===== config.mk =====
export PLATFORM = sky130hd
export DESIGN_NAME = sql_token_scanner_core
export DESIGN_NICKNAME = d
export VERILOG_FILES = /design/src/rtl/sts_pkg.sv /design/src/rtl/sts_char_class.sv /design/src/rtl/sts_scan.sv /design/src/rtl/sts_result_queue.sv /design/src/rtl/sql_token_scanner_core.sv
export SDC_FILE = /design/constraint.sdc
export NUM_CORES = 1
export LEC_CHECK = 0
export BUFFER_PORTS_ARGS = -buffer_cell sky130_fd_sc_hd__buf_4
export CORE_ASPECT_RATIO = 0.75
export CORE_UTILIZATION = 40
export DETAILED_ROUTE_END_ITERATION = 12
export PLACE_DENSITY = 0.63
export SETUP_SLACK_MARGIN = 0.2
export SLEW_MARGIN = 20
export SYNTH_ARGS = -nofsm -noshare
export SYNTH_HDL_FRONTEND = slang
export SYNTH_SLANG_ARGS = --single-unit

===== constraint.sdc =====
create_clock -name clk -period 10.9 [get_ports clk]
set_input_delay 0 -clock clk [delete_from_list [all_inputs] [get_ports clk]]
set_output_delay 0 -clock clk [all_outputs]
set_load 0.005 [all_outputs]

===== src/rtl/sts_pkg.sv =====
`default_nettype none

package sts_pkg;

  localparam int MAX_TOKEN_LEN = 99;
  localparam logic [6:0] LEN_LIMIT = 7'(MAX_TOKEN_LEN);
  localparam int NUM_KEYWORDS = 9;

  typedef enum logic [1:0] {
    MODE_IDLE = 2'd0,
    MODE_WORD = 2'd1,
    MODE_NUM  = 2'd2,
    MODE_OP   = 2'd3
  } sts_mode_t;

  localparam logic [2:0] CLS_KEYWORD = 3'd0;
  localparam logic [2:0] CLS_IDENT   = 3'd1;
  localparam logic [2:0] CLS_NUMBER  = 3'd2;
  localparam logic [2:0] CLS_OPER    = 3'd3;
  localparam logic [2:0] CLS_SYMBOL  = 3'd4;
  localparam logic [2:0] CLS_UNKNOWN = 3'd5;

  localparam logic [2:0] OP_EQ = 3'd0;
  localparam logic [2:0] OP_LT = 3'd1;
  localparam logic [2:0] OP_GT = 3'd2;
  localparam logic [2:0] OP_NOT = 3'd3;
  localparam logic [2:0] OP_LE = 3'd4;
  localparam logic [2:0] OP_GE = 3'd5;
  localparam logic [2:0] OP_NE = 3'd6;

  localparam logic [7:0] CH_EQ = 8'h3D;
  localparam logic [7:0] CH_LT = 8'h3C;
  localparam logic [7:0] CH_GT = 8'h3E;
  localparam logic [7:0] CH_BANG = 8'h21;
  localparam logic [7:0] CH_UNDERSCORE = 8'h5F;
  localparam logic [7:0] CH_NEWLINE = 8'h0A;

  // Keyword text, left-justified, zero-padded to six characters
  localparam logic [47:0] KW_TEXT [NUM_KEYWORDS] = '{
    "SELECT",
    {"FROM", 16'h0000},
    {"WHERE", 8'h00},
    "INSERT",
    {"INTO", 16'h0000},
    "VALUES",
    "UPDATE",
    {"SET", 24'h000000},
    "DELETE"
  };

  localparam logic [6:0] KW_LEN [NUM_KEYWORDS] = '{
    7'd6, 7'd4, 7'd5, 7'd6, 7'd4, 7'd6, 7'd6, 7'd3, 7'd6
  };

  typedef struct packed {
    logic       is_alpha;
    logic       is_digit;
    logic       is_space;
    logic       is_newline;
    logic       is_eq;
    logic       is_cmp;
    logic       is_sym;
    logic       is_underscore;
    logic [7:0] upper;
    logic [3:0] digit;
  } sts_char_t;

  typedef struct packed {
    logic [2:0]  token_class;
    logic [15:0] line_number;
    logic [6:0]  token_length;
    logic [3:0]  keyword_index;
    logic [31:0] number_value;
    logic        number_overflow;
    logic [2:0]  operator_code;
    logic [7:0]  single_char;
    logic        run_end;
  } sts_token_t;

  function automatic logic [7:0] kw_char(input int idx, input logic [6:0] pos);
    logic [7:0] ch;
    case (pos)
      7'd0: ch = KW_TEXT[idx][47:40];
      7'd1: ch = KW_TEXT[idx][39:32];
      7'd2: ch = KW_TEXT[idx][31:24];
      7'd3: ch = KW_TEXT[idx][23:16];
      7'd4: ch = KW_TEXT[idx][15:8];
      7'd5: ch = KW_TEXT[idx][7:0];
      default: ch = 8'h00;
    endcase
    return ch;
  endfunction

  // Keywords whose character at position pos matches up
  function automatic logic [NUM_KEYWORDS-1:0] kw_match(input logic [6:0] pos,
                                                       input logic [7:0] up);
    logic [NUM_KEYWORDS-1:0] m;
    for (int i = 0; i < NUM_KEYWORDS; i++) begin
      m[i] = (kw_char(i, pos) == up);
    end
    return m;
  endfunction

  function automatic logic [2:0] op_single(input logic [7:0] c);
    logic [2:0] op;
    case (c)
      CH_LT:   op = OP_LT;
      CH_GT:   op = OP_GT;
      CH_BANG: op = OP_NOT;
      default: op = OP_EQ;
    endcase
    return op;
  endfunction

  function automatic sts_token_t mk_token(input logic [2:0] cls, input logic [15:0] line,
                                          input logic [6:0] len, input logic [2:0] op,
                                          input logic [7:0] sc);
    sts_token_t t;
    t = '0;
    t.token_class = cls;
    t.line_number = line;
    t.token_length = len;
    t.operator_code = op;
    t.single_char = sc;
    return t;
  endfunction

  function automatic sts_token_t flush_token(input sts_mode_t mode, input logic [15:0] line,
                                             input logic [6:0] len,
                                             input logic [NUM_KEYWORDS-1:0] cand,
                                             input logic [31:0] acc, input logic ovf,
                                             input logic [7:0] pend);
    sts_token_t t;
    t = '0;
    t.line_number = line;
    t.token_length = len;
    case (mode)
      MODE_WORD: begin
        t.token_class = CLS_IDENT;
        // scan downward so the lowest matching index wins
        for (int i = NUM_KEYWORDS - 1; i >= 0; i--) begin
          if (cand[i] && KW_LEN[i] == len) begin
            t.token_class = CLS_KEYWORD;
            t.keyword_index = 4'(i);
          end
        end
      end
      MODE_NUM: begin
        t.token_class = CLS_NUMBER;
        t.number_value = acc;
        t.number_overflow = ovf;
      end
      MODE_OP: begin
        t.token_class = CLS_OPER;
        t.token_length = 7'd1;
        t.operator_code = op_single(pend);
      end
      default: begin
        t.token_class = CLS_UNKNOWN;
      end
    endcase
    return t;
  endfunction

endpackage

`default_nettype wire


===== src/rtl/sts_char_class.sv =====
`default_nettype none

module sts_char_class
  import sts_pkg::*;
(
  input  wire logic [7:0] char_code,
  output sts_char_t       cls
);

  always_comb begin
    cls = '0;
    cls.is_alpha = (char_code inside {[8'h41:8'h5A], [8'h61:8'h7A]});
    cls.is_digit = (char_code inside {[8'h30:8'h39]});
    cls.is_space = (char_code == 8'h20) || (char_code inside {[8'h09:8'h0D]});
    cls.is_newline = (char_code == CH_NEWLINE);
    cls.is_eq = (char_code == CH_EQ);
    cls.is_cmp = (char_code == CH_LT) || (char_code == CH_GT) || (char_code == CH_BANG);
    cls.is_sym = (char_code inside {8'h2C, 8'h3B, 8'h28, 8'h29});
    cls.is_underscore = (char_code == CH_UNDERSCORE);
    cls.upper = (char_code inside {[8'h61:8'h7A]}) ? char_code - 8'd32 : char_code;
    cls.digit = char_code[3:0];
  end

endmodule

`default_nettype wire


===== src/rtl/sts_scan.sv =====
`default_nettype none

module sts_scan
  import sts_pkg::*;
(
  input  wire logic       clk,
  input  wire logic       rst,
  input  wire logic       accept,
  input  wire logic [7:0] char_code,
  input  wire logic       final_char,
  input  wire sts_char_t  cc,
  output sts_token_t      tok0,
  output sts_token_t      tok1,
  output logic [1:0]      tok_count
);

  sts_mode_t                 mode, mode_next;
  logic [15:0]               line_count, line_next;
  logic [6:0]                cur_len, len_next;
  logic [NUM_KEYWORDS-1:0]   cand, cand_next;
  logic [31:0]               acc, acc_next;
  logic                      acc_ovf, acc_ovf_next;
  logic [7:0]                pend_op, pend_op_next;

  sts_token_t tok [2];
  logic [1:0] n;
  logic       done;
  logic [35:0] prod;

  always_comb begin
    mode_next = mode;
    line_next = line_count;
    len_next = cur_len;
    cand_next = cand;
    acc_next = acc;
    acc_ovf_next = acc_ovf;
    pend_op_next = pend_op;
    tok[0] = '0;
    tok[1] = '0;
    n = 2'd0;
    done = 1'b0;
    prod = ({4'h0, acc} << 3) + ({4'h0, acc} << 1) + {32'h0, cc.digit};

    // continue or close the token in progress
    case (mode)
      MODE_OP: begin
        if (cc.is_eq) begin
          tok[n[0]] = mk_token(CLS_OPER, line_count, 7'd2,
                               (pend_op == CH_LT) ? OP_LE :
                               (pend_op == CH_GT) ? OP_GE : OP_NE, 8'h00);
          n = n + 2'd1;
          done = 1'b1;
        end else begin
          tok[n[0]] = flush_token(mode, line_count, cur_len, cand, acc, acc_ovf, pend_op);
          n = n + 2'd1;
        end
        mode_next = MODE_IDLE;
      end
      MODE_WORD: begin
        if (cc.is_alpha || cc.is_digit || cc.is_underscore) begin
          cand_next = cand & kw_match(cur_len, cc.upper);
          if (cur_len < LEN_LIMIT) len_next = cur_len + 7'd1;
          done = 1'b1;
        end else begin
          tok[n[0]] = flush_token(mode, line_count, cur_len, cand, acc, acc_ovf, pend_op);
          n = n + 2'd1;
          mode_next = MODE_IDLE;
        end
      end
      MODE_NUM: begin
        if (cc.is_digit) begin
          if (prod[35:32] != 4'h0) begin
            acc_next = 32'hFFFF_FFFF;
            acc_ovf_next = 1'b1;
          end else begin
            acc_next = prod[31:0];
          end
          if (cur_len < LEN_LIMIT) len_next = cur_len + 7'd1;
          done = 1'b1;
        end else begin
          tok[n[0]] = flush_token(mode, line_count, cur_len, cand, acc, acc_ovf, pend_op);
          n = n + 2'd1;
          mode_next = MODE_IDLE;
        end
      end
      default: begin
      end
    endcase

    // start a new token on this character
    if (!done) begin
      if (cc.is_newline) begin
        if (line_count != 16'hFFFF) line_next = line_count + 16'd1;
      end else if (cc.is_space) begin
      end else if (cc.is_alpha) begin
        mode_next = MODE_WORD;
        len_next = 7'd1;
        cand_next = kw_match(7'd0, cc.upper);
      end else if (cc.is_digit) begin
        mode_next = MODE_NUM;
        len_next = 7'd1;
        acc_next = {28'h0, cc.digit};
        acc_ovf_next = 1'b0;
      end else if (cc.is_eq) begin
        tok[n[0]] = mk_token(CLS_OPER, line_count, 7'd1, OP_EQ, 8'h00);
        n = n + 2'd1;
      end else if (cc.is_cmp) begin
        mode_next = MODE_OP;
        pend_op_next = char_code;
      end else if (cc.is_sym) begin
        tok[n[0]] = mk_token(CLS_SYMBOL, line_count, 7'd1, OP_EQ, char_code);
        n = n + 2'd1;
      end else begin
        tok[n[0]] = mk_token(CLS_UNKNOWN, line_count, 7'd1, OP_EQ, char_code);
        n = n + 2'd1;
      end
    end

    // flush whatever is pending on the final character
    if (final_char && mode_next != MODE_IDLE) begin
      tok[n[0]] = flush_token(mode_next, line_next, len_next, cand_next, acc_next,
                              acc_ovf_next, pend_op_next);
      n = n + 2'd1;
      mode_next = MODE_IDLE;
    end

    if (n == 2'd1) tok[0].run_end = 1'b1;
    if (n == 2'd2) tok[1].run_end = 1'b1;
  end

  assign tok0 = tok[0];
  assign tok1 = tok[1];
  assign tok_count = n;

  always_ff @(posedge clk) begin
    if (rst) begin
      mode <= MODE_IDLE;
      line_count <= 16'd1;
      cur_len <= 7'd0;
      cand <= '1;
    end else if (accept) begin
      mode <= mode_next;
      line_count <= line_next;
      cur_len <= len_next;
      cand <= cand_next;
    end
  end

  always_ff @(posedge clk) begin
    if (accept) begin
      acc <= acc_next;
      acc_ovf <= acc_ovf_next;
      pend_op <= pend_op_next;
    end
  end

endmodule

`default_nettype wire


===== src/rtl/sts_result_queue.sv =====
`default_nettype none

module sts_result_queue
  import sts_pkg::*;
(
  input  wire logic       clk,
  input  wire logic       rst,
  input  wire logic       in_valid,
  output logic            in_stall,
  input  wire sts_token_t tok0,
  input  wire sts_token_t tok1,
  input  wire logic [1:0] tok_count,
  output logic            out_valid,
  input  wire logic       out_stall,
  output sts_token_t      head
);

  sts_token_t slot0, slot1;
  logic [1:0] count;
  logic       pop;
  logic       push;

  assign pop = (count != 2'd0) && !out_stall;
  // take a new transaction only once the queue drains this cycle
  assign in_stall = !((count == 2'd0) || (count == 2'd1 && pop));
  assign push = in_valid && !in_stall;
  assign out_valid = (count != 2'd0);
  assign head = slot0;

  always_ff @(posedge clk) begin
    if (rst) begin
      count <= 2'd0;
    end else if (push) begin
      count <= tok_count;
    end else if (pop) begin
      count <= count - 2'd1;
    end
  end

  always_ff @(posedge clk) begin
    if (push) begin
      slot0 <= tok0;
      slot1 <= tok1;
    end else if (pop) begin
      slot0 <= slot1;
    end
  end

endmodule

`default_nettype wire


===== src/rtl/sql_token_scanner_core.sv =====
// Channel | Direction | Handshake          | Payload
// input   | in        | in_valid/in_stall  | char_code, final_char
// output  | out       | out_valid/out_stall| token_class .. single_char, run_end
//
// One character is taken per cycle while in_stall is low; its tokens appear registered on the next cycle.
// A character that yields two tokens holds the input off while the
// two-entry result queue drains; that queue's single read port sets the rate.
// Reset (rst, synchronous) returns to no pending token on line 1.
// in_stall rises whenever the result queue cannot be emptied in the current cycle.
`default_nettype none

module sql_token_scanner_core
  import sts_pkg::*;
(
  input  wire logic        clk,
  input  wire logic        rst,
  input  wire logic        in_valid,
  output logic             in_stall,
  input  wire logic [7:0]  char_code,
  input  wire logic        final_char,
  output logic             out_valid,
  input  wire logic        out_stall,
  output logic [2:0]       token_class,
  output logic [15:0]      line_number,
  output logic [6:0]       token_length,
  output logic [3:0]       keyword_index,
  output logic [31:0]      number_value,
  output logic             number_overflow,
  output logic [2:0]       operator_code,
  output logic [7:0]       single_char,
  output logic             run_end
);

  sts_char_t  cc;
  sts_token_t tok0, tok1, head;
  logic [1:0] tok_count;
  logic       accept;

  assign accept = in_valid && !in_stall;

  sts_char_class u_class (
    .char_code (char_code),
    .cls       (cc)
  );

  sts_scan u_scan (
    .clk        (clk),
    .rst        (rst),
    .accept     (accept),
    .char_code  (char_code),
    .final_char (final_char),
    .cc         (cc),
    .tok0       (tok0),
    .tok1       (tok1),
    .tok_count  (tok_count)
  );

  sts_result_queue u_queue (
    .clk       (clk),
    .rst       (rst),
    .in_valid  (in_valid),
    .in_stall  (in_stall),
    .tok0      (tok0),
    .tok1      (tok1),
    .tok_count (tok_count),
    .out_valid (out_valid),
    .out_stall (out_stall),
    .head      (head)
  );

  assign token_class = head.token_class;
  assign line_number = head.line_number;
  assign token_length = head.token_length;
  assign keyword_index = head.keyword_index;
  assign number_value = head.number_value;
  assign number_overflow = head.number_overflow;
  assign operator_code = head.operator_code;
  assign single_char = head.single_char;
  assign run_end = head.run_end;

endmodule

`default_nettype wire

Word level (Yosys, flattened, before mapping)
Cells that the tools add are included.

cells by class
  add/sub/neg operators = 8
  $lt $le $gt $ge = 13
  equal/unequal tests = 56
  muxes and demuxes = 199
  bitwise logic cells = 3
  reduce and logical (&&, ||, !) cells = 47

operators with widths
  cell                  number
  $mux W150             9
  $bwmux W150           4
  $mux W8               54
  $mux W75              5
  $mux W32              8
  $pmux W75 S3          1
  $demux W75 S1         2
  $eq A8 B8 Y1          16
  $pmux W7 S6           3
  $eq A8 B6 Y1 const B  15
  $pmux W7 S4           4
  $mux W4               20
  $mux W74              1
  $mux W7               10
  $mux W33              2
  $mux W9               6
  $mux W51              1
  $mux W16              3
  $eq A3 B7 Y1 const A  6
  $mux W2               21
  $add A35 B33 Y36      1
  $add A36 B4 Y36       1
  $pmux W7 S5           1
  $mux W1               30
  other kinds (40)      102

storage, ports and cells
  flip-flop bits (word level) = 227
  input bits = 13
  output and inout bits = 77
  logic and storage cells = 352

Longest topological paths before layout
Gate-level depths: netlist (run 1).

  depth after elaboration = 31
  gate-level depth with buffers = 17
  depth with buffers taken out = 16

Modules after synthesis
Synthesis (run 1) repeated with hierarchy kept, for this count alone.

second synthesis, totals
  cells, all modules = 1866
  area total of the unflattened synthesis = 15927.8 um^2

modules (own cells, without submodules)
  module                  times used  cells an instance  area each (um^2)  seq. area each (um^2)
  sts_scan                1           1392               9922.0            1911.8
  sts_result_queue        1           411                5576.6            4544.4
  sts_char_class          1           62                 415.4             0.0
  sql_token_scanner_core  1           1                  13.8              0.0

Worst setup path after synthesis (run 1)
Ideal clock, no wire load.

  path type = flip-flop to flip-flop
  from = register u_queue.count[0]
  to = register u_queue.slot0, in the netlist u_queue.head[73] (data pin)
  library setup time = 0.154 ns
  data arrival time = 4.824 ns
  data required time = 10.746 ns
  path slack = 5.922 ns
  stages on the path, launching flop included = 9
  buffers on the path = 1
  period minus slack after synthesis = 4.978 ns
  cells stage by stage = dfxtp_1 -> inv_1 -> ha_1 -> a21oi_1 -> nand2b_1 -> clkinv_1 -> clkbuf_1 -> o21ai_0 -> nand2_1

on the way
  cells in the longest elaborated chain, start to end = 6
  elaborated cells between the ends (all ways) = 8
  classes of those cells = eq/ne: 1; mux: 1; reduce/logical: 6

RTL lines
  item                     RTL line                      RTL
  start, declared          sts_result_queue.sv:19        logic [1:0] count;
  start signal, assigned   sts_result_queue.sv:34        count <= tok_count;
  start signal, assigned   sts_result_queue.sv:36        count <= count - 2'd1;
  $reduce_bool A2 Y1       sts_result_queue.sv:23        assign pop = (count != 2'd0) && !out_stall;
  $logic_and A1 B1 Y1      sts_result_queue.sv:23
  $logic_and A1 B1 Y1      sts_result_queue.sv:25        assign in_stall = !((count == 2'd0) || (count == 2'd1 && pop));
  $logic_or A1 B1 Y1 (*)   sts_result_queue.sv:25
  $logic_and A1 B1 Y1 (*)  --
  named net accept         sql_token_scanner_core.sv:37  logic accept;
  $mux W75 (*)             sts_result_queue.sv:41        if (push) begin
  end signal, assigned     sts_result_queue.sv:42        slot0 <= tok0;
  end signal, assigned     sts_result_queue.sv:45        slot0 <= slot1;
  end, declared            sts_result_queue.sv:18        sts_token_t slot0, slot1;

The timed path passes the listed nets; every way through them passes the cells marked *.
A chain may end at the register's enable or synchronous reset.

Worst setup path in the final report (run 1)
  from = register u_scan.acc[0]
  to = register u_queue.slot0, in the netlist u_queue.head[15] (data pin)

on the way
  cells in the longest elaborated chain, start to end = 16

RTL lines
  item                    RTL line                RTL
  start, declared         sts_scan.sv:21          logic [31:0] acc, acc_next;
  start signal, assigned  sts_scan.sv:151         acc <= acc_next;
  $add A35 B33 Y36 (*)    sts_scan.sv:42          prod = ({4'h0, acc} << 3) + ({4'h0, acc} << 1) + {32'h0, cc.digit};
  $add A36 B4 Y36 (*)     sts_scan.sv:42
  $reduce_bool A4 Y1      sts_scan.sv:72          if (prod[35:32] != 4'h0) begin
  $mux W32 (*)            sts_scan.sv:72
  $mux W32 (*)            sts_scan.sv:71          if (cc.is_digit) begin
  $mux W32 (*)            sts_scan.sv:45          case (mode)
  $mux W32                sts_scan.sv:99          end else if (cc.is_digit) begin
  $mux W32                sts_scan.sv:95          end else if (cc.is_alpha) begin
  $mux W32                sts_scan.sv:94          end else if (cc.is_space) begin
  $mux W32                sts_scan.sv:92          if (cc.is_newline) begin
  $mux W32 (*)            sts_scan.sv:91          if (!done) begin
  $mux W33 (*)            sts_pkg.sv:137          case (mode)
  $mux W33 (*)            sts_scan.sv:120         if (final_char && mode_next != MODE_IDLE) begin
  $bwmux W150 (*)         sts_scan.sv:121         tok[n[0]] = flush_token(mode_next, line_next, len_next, cand_next, acc_next,
  $mux W150 (*)           sts_scan.sv:120
  $mux W75 (*)            sts_result_queue.sv:41

Mark *: on every way between the ends. The rest lies on a longest branch, timed or not. The select of a mux whose other input is x is not followed.

==> results_dict.tcl, run 1 <==
set metrics [dict create \
    status "completed" \
    h-tree-depth 1 \
    synth_common_cells "nand2_1, edfxtp_1, nor2_1" \
    rows 61 \
    max-vdd-ir-drop_mv 0.112 \
    die_x_um 226 \
    hold_path_end "u_queue.head[4]$_DFFE_PP_" \
    post_cts_buffers 0 \
    holdWs_ns 0.0536 \
    worstMarginPinSlew_ns 1.06 \
    yosys.cell_types.count 96 \
    yosysTopAreaCell "edfxtp_1" \
    crit_path_top_delay_cell "a2111oi_0" \
    max_stage_delay_ns 0.92 \
    drtAntennaViolNets 0 \
    gr-total-overflow 0 \
    crit_path_cell_trace "fa_1 -> ha_1 -> a211oi_1 -> nor4b_1 -> o31ai_1 -> a2111oi_0 -> o21ai_0 -> nand2_1 -> o211ai_1 -> buf_4 -> or2_2 -> o31ai_1 -> o21ai_0" \
    syn_nets 1725 \
    grt_max_degree 83 \
    placed_cells 2135 \
    cts_made_buffers 27 \
    crit_buf_inv 1 \
    reg2reg_to "u_queue.head[15]$_DFFE_PP_" \
    hpwl_um 32600 \
    synthTopCellsByArea "edfxtp_1, ha_1, nand2_1, dfxtp_1, o21ai_0" \
    p_leak_nw 6.39 \
    dp_slack_ns 5.77 \
    clock-sinks 226 \
    max_slew_margin 0.287 \
    die_area_mm2 0.0385 \
    cp.arrival_ns 5.50 \
    synth_top_area_frac 0.379 \
    core_mm2 0.0371 \
    fin_crit_sh 0.480 \
    wl_um 47500 \
    boundaryPins 90 \
    insertedDiodeCount 0 \
    drc_errors 0 \
    reg2reg_slack_ns 5.67 \
    finalHoldViolations 0 \
    num_vias 13400 \
    timing.rr.start "u_scan.acc[0]$_DFFE_PP_" \
    crit_family "compound AO/OA/AOI/OAI gates" \
    fin_cells 2195 \
    placed_area_mm2 0.0161 \
    antenna_found_initial 1 \
    rr_worst_depth 13 \
    max_cap_viol_count 0 \
    synth_most_common_cell "nand2_1" \
    whs_path_depth 2 \
    ys_warn_count 0 \
    drt_iter0_drc 1466 \
    critPathKind "reg -> reg" \
    crit_path_end_kind "flop" \
    setup_viol 0 \
    nets 1765 \
    cts_tree "built" \
    path_clk_slew_ns 0.07 \
    root_buffer "clkbuf_16" \
    clock.fmax_ghz 0.191 \
    min_period_ns 5.23 \
    clock_path_buffers 3 \
    syn_inst 1630 \
    power.density_mw_per_mm2 178 \
    hold_path_class "in -> reg" \
    initial_core_util 0.406 \
    post-route-util 0.461 \
    drt_pass1_iterations 8 \
    rsz0062_at_grt "no" \
    tns_ns 0 \
    grt_pass1_wl_um 72700 \
    synth_flop_cell "edfxtp_1" \
    io_buffers 89 \
    synth_edf_count 190 \
    synth_area_per_cell_um2 9.24 \
    critPathLaunchType "flop" \
    drive_above_1_share 0.115 \
    die_h_um 170 \
    hp-start "char_code[3]" \
    grt_pass1_vias 12200 \
    place_congestion 0.950 \
    area_growth_syn_to_layout_pct 13.4 \
    ys_seq_area_frac 0.427 \
    grt_util_all_layers 0.244 \
    ys_ff_latch 226 \
    drv_slew 0 \
    design_area_mm2 0.0171 \
    p_total_mw 3.05 \
    skew_ns 0.0143 \
    clk_latency_ns 0.57 \
    worst_slack_ns 5.67 \
    netlist_area_mm2 0.0151 \
    wire_per_inst_um 21.6 \
    cp_max_fo 15 \
    routed_via_density 6.11 \
    critPathRequiredTime_ns 11.17 \
    synth-async-reset-ratio 0 \
]
[routing by layer]
metal  up-vias  GRT usage  routed length [µm]
met4         2     0.0573                1050
met1      6510      0.380               23600
met5         -          0                  13
met3        75     0.0585                4410
li1       6252          -                   -
met2       574      0.332               18500
[cell usage in the layout (no fill, tap or decap), types with 9 or more instances in the layout]
master | synthesis | layout
a211o_1 | 11 | 11
a211oi_1 | 16 | 16
a21o_1 | 23 | 22
a21oi_1 | 95 | 95
a221oi_1 | 9 | 9
a222oi_1 | 9 | 9
a22o_1 | 9 | 9
a22oi_1 | 39 | 39
a31oi_1 | 25 | 25
and2_1 | 32 | 32
and3_1 | 24 | 24
buf_4 | 6 | 101
clkbuf_16 | 0 | 27
dfxtp_1 | 36 | 36
dlygate4sd3_1 | 0 | 9
edfxtp_1 | 190 | 190
ha_1 | 80 | 80
inv_1 | 41 | 41
mux2i_1 | 12 | 12
nand2_1 | 195 | 195
nand2b_1 | 12 | 11
nand3_1 | 35 | 35
nand4_1 | 17 | 17
nor2_1 | 128 | 128
nor2b_1 | 31 | 31
nor3_1 | 58 | 57
nor4_1 | 11 | 11
nor4b_1 | 13 | 11
o211ai_1 | 11 | 11
o21a_1 | 9 | 9
o21ai_0 | 114 | 114
o21ai_1 | 15 | 14
o31ai_1 | 11 | 11
or2_2 | 9 | 9
or3_1 | 14 | 13
xnor2_1 | 39 | 39
xor2_1 | 16 | 15
[layout make-up]
type                       count  area (µm²)
sequential                   226        6430
timing repair buffer         111         876
fill                        3560       20000
tap                          504         631
clock inverter                13         135
multi-input combinational   1256        8100
inverter                      48         185
clock buffer                  37         733
[how the worst max path moves through the flow]
stage | from | to | slack (ns) | cells after the start
after global placement | u_scan.acc[0]$_DFFE_PP_ | u_queue.head[36]$_DFFE_PP_ | 5.91 | 13
after CTS | u_scan.acc[0]$_DFFE_PP_ | u_queue.head[36]$_DFFE_PP_ | 5.73 | 13
final | u_scan.acc[0]$_DFFE_PP_ | u_queue.head[15]$_DFFE_PP_ | 5.67 | 13
after detailed placement | u_scan.acc[0]$_DFFE_PP_ | u_queue.head[12]$_DFFE_PP_ | 5.77 | 13
after floorplan | u_queue.count[0]$_SDFFE_PP0P_ | u_queue.head[73]$_DFFE_PP_ | 5.92 | 8
after global routing | u_scan.acc[0]$_DFFE_PP_ | u_queue.head[36]$_DFFE_PP_ | 5.39 | 13
[repair_timing]
action,CTS,global route
hold buffers,9,0
resized for setup,0,0
hold endpoints to repair,42,0
[where the power goes]
group / switching, mW / total, mW / leakage [nW] / internal, mW
combinational: 0.599 / 0.969 / 3.79 / 0.370
clock: 0.380 / 0.900 / 0.418 / 0.520
sequential: 0.0753 / 1.18 / 2.18 / 1.10
total: 1.05 / 3.05 / 6.39 / 1.99
[cell families (layout without fill, tap and decap cells)]
family	Yosys count	count (layout)	share of synthesized area
buf+inv	148	209	0.0394
compound gates	490	490	0.222
simple gates	616	616	0.202
xor+xnor	55	55	0.0320
flops	226	226	0.427
fa+ha+maj	82	82	0.0691
mux	13	13	0.00872
[state kept, by name, indices dropped and copies added (netlist names)]
name,cells
u_scan.line_count,16
u_scan.acc,32
u_scan.cand,9
u_queue.count,2
u_queue.head,75
u_scan.acc_ovf,1
u_scan.cur_len,7
u_scan.pend_op,8
u_queue.slot1,74
u_scan.mode,2
No activity file was read; power rests on OpenSTA's default activity.
==> run 2, diff against run 1 <==
--- a/config.mk
+++ b/config.mk
@@ -5,11 +5,12 @@
 export SDC_FILE = /design/constraint.sdc
 export NUM_CORES = 1
 export LEC_CHECK = 0
+export ABC_AREA = 1
 export BUFFER_PORTS_ARGS = -buffer_cell sky130_fd_sc_hd__buf_4
 export CORE_ASPECT_RATIO = 0.75
 export CORE_UTILIZATION = 40
 export DETAILED_ROUTE_END_ITERATION = 12
-export PLACE_DENSITY = 0.63
+export PLACE_DENSITY = 0.65
 export SETUP_SLACK_MARGIN = 0.2
 export SLEW_MARGIN = 20
 export SYNTH_ARGS = -nofsm -noshare
==> constraint.sdc (replaced) <==
create_clock -name clk -period 4.3 [get_ports clk]
set_input_delay 0 -clock clk [delete_from_list [all_inputs] [get_ports clk]]
set_output_delay 0 -clock clk [all_outputs]
set_load 0.005 [all_outputs]
==> run 2 against run 1 <==
  * Hold slack improved by 0.015 ns
  * Sequential power rose to 3.4 times the previous value
  * Core utilization rose by 0.69 points
  * Highest routed layer is now met4
==> results_dict.tcl, run 2 <==
set metrics [dict create \
    drive_above_1_share 0.112 \
    crit_path_cell_trace "inv_1 -> ha_1 -> nor2_1 -> inv_1 -> nor2_1 -> inv_2 -> nand2_4 -> nor2_4 -> nand2_1 -> nand2_1 -> nand2_2 -> nand2_4 -> inv_2 -> ha_1 -> nand2_1 -> o21ai_0 -> nand2_1 -> a21oi_1 -> dlygate4sd3_1" \
    skew_ns 0.0160 \
    max_cap_viol_count 0 \
    root_buffer "clkbuf_16" \
    drtAntennaViolNets 0 \
    wl_um 48000 \
    largest_reg_flops 75 \
    synth_edf_count 190 \
    worstMarginPinSlew_ns 0.826 \
    drt_pass1_iterations 6 \
    min_period_ns 3.85 \
    routed_via_density 5.52 \
    rows 62 \
    die_x_um 231 \
    nets 2236 \
    io_buffers 89 \
    clk_latency_ns 0.55 \
    placed_area_mm2 0.0170 \
    grt_pass1_vias 13800 \
    max_slew_margin 0.449 \
    netlist_area_mm2 0.0157 \
    fin_crit_sh 0.895 \
    status "completed" \
    initial_core_util 0.408 \
    critPathRequiredTime_ns 4.73 \
    hpwl_um 33700 \
    rr_worst_depth 19 \
    hold_path_end "u_queue.slot1[59]$_DFFE_PP_" \
    drc_errors 0 \
    max_stage_delay_ns 0.57 \
    drt_iter0_drc 1501 \
    antenna_found_initial 0 \
    p_leak_nw 7.79 \
    syn_nets 2151 \
    cp.arrival_ns 4.28 \
    insertedDiodeCount 0 \
    tns_ns 0 \
    die_h_um 174 \
    rsz0062_at_grt "yes" \
    timing.rr.start "u_scan.mode[0]$_SDFFE_PP0P_" \
    syn_inst 2056 \
    max-vdd-ir-drop_mv 0.417 \
    yosysTopAreaCell "edfxtp_1" \
    design_area_mm2 0.0180 \
    grt_util_all_layers 0.240 \
    crit_path_frequent_cell "nand2_1" \
    power.density_mw_per_mm2 691 \
    core_mm2 0.0385 \
    post_cts_buffers 0 \
    clock.fmax_ghz 0.260 \
    final_cell_mix "nand2_1, inv_1, edfxtp_1" \
    critPathKind "reg -> reg" \
    path_clk_slew_ns 0.06 \
    reg2reg_to "u_queue.count[0]$_SDFFE_PP0P_" \
    gr-total-overflow 0 \
    p_total_mw 12.4 \
    clock_path_buffers 3 \
    num_vias 14800 \
    synth_flop_cell "edfxtp_1" \
    synthTopCellsByArea "edfxtp_1, nand2_1, ha_1, nand3_1, inv_1" \
    clock-sinks 226 \
    crit_path_top_delay_cell "dlygate4sd3_1" \
    crit_path_end_kind "flop" \
    drv_slew 0 \
    place_congestion 0.981 \
    ys_warn_count 0 \
    whs_path_depth 3 \
    cp_max_fo 16 \
    hold_path_class "in -> reg" \
    die_area_mm2 0.0400 \
    crit_buf_inv 5 \
    grt_pass1_wl_um 76800 \
    post-route-util 0.468 \
    ys_ff_latch 226 \
    wire_per_inst_um 17.9 \
    crit_family "simple AND/OR/NAND/NOR gates" \
    reg2reg_slack_ns 0.45 \
    synth_common_cells "nand2_1, inv_1, edfxtp_1" \
    h-tree-depth 1 \
    area_growth_syn_to_layout_pct 14.6 \
    synth_area_per_cell_um2 7.63 \
    yosys.cell_types.count 49 \
    hp-start "in_valid" \
    synth_most_common_cell "nand2_1" \
    setup_viol 0 \
    synth_top_area_frac 0.364 \
    final_common_cell "nand2_1" \
    grt_max_degree 93 \
    holdWs_ns 0.0684 \
    synth-async-reset-ratio 0 \
    critPathLaunchType "flop" \
    boundaryPins 90 \
    cts_made_buffers 26 \
    finalHoldViolations 0 \
    cts_tree "built" \
    ys_seq_area_frac 0.409 \
]
## run 2: cells by family (layout without fill, tap and decap cells)
| family | Yosys count | count (layout) | share of synthesized area |
|---|---|---|---|
| flip-flops | 226 | 226 | 0.409 |
| AO/OA/AOI/OAI | 336 | 336 | 0.122 |
| adder cells (fa/ha/maj) | 82 | 82 | 0.0663 |
| AND/OR/NAND/NOR | 1056 | 1056 | 0.296 |
| buffers and inverters | 307 | 412 | 0.0793 |
| XOR/XNOR | 49 | 49 | 0.0273 |
## run 2: timing repair
action	in CTS	in global routing
gates resized for setup	0	16
setup endpoints to repair	0	56
endpoints found under the hold margin	28	0
hold buffers	13	0
## run 2: worst max-delay path by stage
stage	slack, ns	start	cells past startpoint	to
after floorplan	0.58	u_scan.acc[0]$_DFFE_PP_	20	u_queue.head[26]$_DFFE_PP_
after CTS	0.34	u_scan.acc[0]$_DFFE_PP_	20	u_queue.head[39]$_DFFE_PP_
after global routing	0.20	u_scan.acc[0]$_DFFE_PP_	20	u_queue.head[39]$_DFFE_PP_
after global placement	0.47	u_scan.acc[0]$_DFFE_PP_	20	u_queue.head[39]$_DFFE_PP_
final	0.45	u_scan.mode[0]$_SDFFE_PP0P_	19	u_queue.count[0]$_SDFFE_PP0P_
after detailed placement	0.35	u_scan.acc[0]$_DFFE_PP_	20	u_queue.head[39]$_DFFE_PP_
## run 2: final cells by class
type	count	area (µm²)
multi-input combinational	1523	8040
fill	3889	20500
clock inverter	16	185
inverter	225	858
tap	512	641
sequential	226	6430
clock buffer	32	694
timing repair buffer	139	1140
## run 2: power by group
part / internal, mW / switching [mW] / total (mW)
clock: 1.39 / 0.929 / 2.32
sequential: 3.53 / 0.517 / 4.05
combinational: 2.16 / 3.91 / 6.07
total: 7.08 / 5.35 / 12.4
## run 2: metal layers
layer  vias to the layer above  global-route usage  routed length [µm]
met4                         0              0.0488                 782
li1                       7142                   -                   -
met5                         -                   0                   0
met1                      6924               0.381               23800
met2                       649               0.336               19200
met3                        48              0.0398                4210
## run 2: worst register-to-register path, stage by stage, from the launching register on
cell and delay, ns:
dfxtp_1 0.41, inv_1 0.09, ha_1 0.28, nor2_1 0.13
inv_1 0.15, nor2_1 0.38, inv_2 0.10, nand2_4 0.25
nor2_4 0.06, nand2_1 0.18, nand2_1 0.22, nand2_2 0.14
nand2_4 0.09, inv_2 0.10, ha_1 0.25, nand2_1 0.09
o21ai_0 0.09, nand2_1 0.08, a21oi_1 0.06, dlygate4sd3_1 0.57
## run 2: stage by stage
step                instances  setup slack (ns)
floorplan                2056             0.576
global placement         2612             0.465
detailed placement       2612             0.355
CTS                      2673             0.336
global route             2673             0.197
finish                   2673             0.451
==> run 3, diff against run 2 <==
--- a/config.mk
+++ b/config.mk
@@ -5,7 +5,6 @@
 export SDC_FILE = /design/constraint.sdc
 export NUM_CORES = 1
 export LEC_CHECK = 0
-export ABC_AREA = 1
 export BUFFER_PORTS_ARGS = -buffer_cell sky130_fd_sc_hd__buf_4
 export CORE_ASPECT_RATIO = 0.75
 export CORE_UTILIZATION = 40
==> run 3 against run 2 <==
  * The run now ends with DRC left
  * First-iteration DRC count decreased by 0.93%
  * Largest power group is now sequential cells
  * Core utilization increased by 2.6 points
  * Critical endpoint is now u_queue.head[14]$_DFFE_PP_
  * Die area decreased by 4.0%
==> results_dict.tcl, run 3 (synthesized netlist as in run 1, its figures left out) <==
set metrics [dict create \
    crit_path_cell_trace "fa_2 -> ha_4 -> a211oi_2 -> nor4b_2 -> o31ai_2 -> buf_4 -> a2111oi_2 -> buf_4 -> o21ai_0 -> nand2_1 -> o211ai_1 -> or2_4 -> o31ai_2 -> o21ai_0" \
    io_buffers 89 \
    cts_made_buffers 26 \
    max_slew_margin 0.299 \
    critPathKind "reg -> reg" \
    status "finished with violations" \
    drt_pass1_iterations 12 \
    gr-total-overflow 0 \
    setup_viol 0 \
    reg2reg_slack_ns 0.27 \
    reg2reg_to "u_queue.head[14]$_DFFE_PP_" \
    max_cap_viol_count 0 \
    drv_slew 0 \
    p_total_mw 8.19 \
    fin_cells 2297 \
    finalHoldViolations 0 \
    die_x_um 226 \
    clock-sinks 226 \
    power.density_mw_per_mm2 447 \
    placed_cells 2221 \
    drive_above_1_share 0.187 \
    path_clk_slew_ns 0.06 \
    crit_path_end_kind "flop" \
    skew_ns 0.0303 \
    initial_core_util 0.406 \
    root_buffer "clkbuf_16" \
    insertedDiodeCount 0 \
    largest_reg_flops 75 \
    hold_path_class "in -> reg" \
    cp_max_fo 7 \
    area_growth_syn_to_layout_pct 21.5 \
    boundaryPins 90 \
    wl_um 48400 \
    rows 61 \
    grt_pass1_vias 12600 \
    antenna_found_initial 0 \
    route.met3.wl_um 4520 \
    place_congestion 0.966 \
    rr_worst_depth 14 \
    drc_errors 2 \
    drt_iter0_drc 1487 \
    grt_max_degree 75 \
    nets 1869 \
    violations "DRC" \
    crit_family "compound AO/OA/AOI/OAI gates" \
    h-tree-depth 1 \
    hp-start "char_code[3]" \
    p_leak_nw 6.99 \
    multi_input_area_mm2 0.00841 \
    final_common_cell "nand2_1" \
    grt_util_all_layers 0.247 \
    top_layer "met4" \
    fin_crit_sh 0.937 \
    routed_via_density 5.97 \
    cp.arrival_ns 4.32 \
    hpwl_um 34200 \
    critPathLaunchType "flop" \
    whs_path_depth 3 \
    seqCellArea_mm2 0.00643 \
    core_mm2 0.0371 \
    die_area_mm2 0.0385 \
    crit_buf_inv 2 \
    tns_ns 0 \
    worst_slack_ns 0.273 \
    clock_path_buffers 3 \
    timing.rr.start "u_scan.acc[2]$_DFFE_PP_" \
    rsz0062_at_grt "yes" \
    wl_met1_um 23400 \
    min_period_ns 4.03 \
    clock.fmax_ghz 0.248 \
    dp_slack_ns 0.0156 \
    num_vias 13700 \
    drtAntennaViolNets 0 \
    hold_path_end "u_queue.head[4]$_DFFE_PP_" \
    crit_path_top_delay_cell "fa_2" \
    cts_tree "built" \
    die_h_um 170 \
    critPathRequiredTime_ns 4.59 \
    max-vdd-ir-drop_mv 0.313 \
    num-fill-cells 3501 \
    wire_per_inst_um 21.1 \
    worstMarginPinSlew_ns 1.05 \
    clk_latency_ns 0.58 \
    max_stage_delay_ns 0.52 \
    grt_pass1_wl_um 74100 \
    final_cell_mix "nand2_1, buf_4, edfxtp_1" \
    wl_met2_um 19700 \
]
-- run 3: repair_timing --
item,4_1_cts,5_1_grt
setup buffers,0,14
hold buffers,14,0
pin swaps,2,18
gates cloned,0,1
endpoints found under the setup margin,62,107
endpoints found under the hold margin,53,0
gates resized for setup,9,76
-- run 3: cell type report --
class | count | area share
multi-input cells | 1256 | 0.459
flip-flops and latches | 226 | 0.351
repair buffers | 216 | 0.0956
clock buffers | 36 | 0.0409
well taps | 504 | 0.0344
inverters | 48 | 0.0101
clock inverters | 11 | 0.00868
-- run 3: tightest hold or removal path: stages --
cell and delay [ns]:
buf_4 0.22, buf_4 0.22, a22o_1 0.13
-- run 3: power breakdown --
part | leakage, nW | internal, mW | switching [mW] | total (mW)
registers | 2.18 | 2.79 | 0.187 | 2.98
clock network | 0.443 | 1.40 | 0.959 | 2.36
logic | 4.36 | 1.16 | 1.69 | 2.85
total | 6.99 | 5.36 | 2.83 | 8.19
-- run 3: per-stage QoR --
stage	hold WS [ns]	util	cell area (µm²)
global placement	0.360	0.451	16700
global route	0.144	0.494	18300
floorplan	0.101	-	15100
CTS	0.0785	0.481	17800
finish	0.132	0.494	18300
detailed placement	0.365	0.451	16700
-- run 3: how the worst max path moves through the flow --
| stage | startpoint | to | slack [ns] | cells past startpoint |
|---|---|---|---|---|
| after global routing | u_scan.acc[2]$_DFFE_PP_ | u_queue.head[14]$_DFFE_PP_ | 0.12 | 15 |
| final | u_scan.acc[2]$_DFFE_PP_ | u_queue.head[14]$_DFFE_PP_ | 0.27 | 14 |
| after CTS | u_scan.acc[0]$_DFFE_PP_ | u_queue.head[13]$_DFFE_PP_ | 0.18 | 14 |
| after global placement | u_scan.acc[0]$_DFFE_PP_ | u_queue.head[30]$_DFFE_PP_ | 0.11 | 15 |
| after floorplan | u_scan.acc[0]$_DFFE_PP_ | u_queue.head[36]$_DFFE_PP_ | 0.28 | 13 |
| after detailed placement | u_scan.acc[0]$_DFFE_PP_ | u_queue.head[15]$_DFFE_PP_ | 0.02 | 12 |
-- run 3: routing by layer --
| layer | GRT usage | vias to the layer above |
|---|---|---|
| met5 | 0.00645 | - |
| met4 | 0.0423 | 0 |
| met3 | 0.0489 | 49 |
| met2 | 0.344 | 562 |
| met1 | 0.390 | 6673 |
| li1 | - | 6437 |
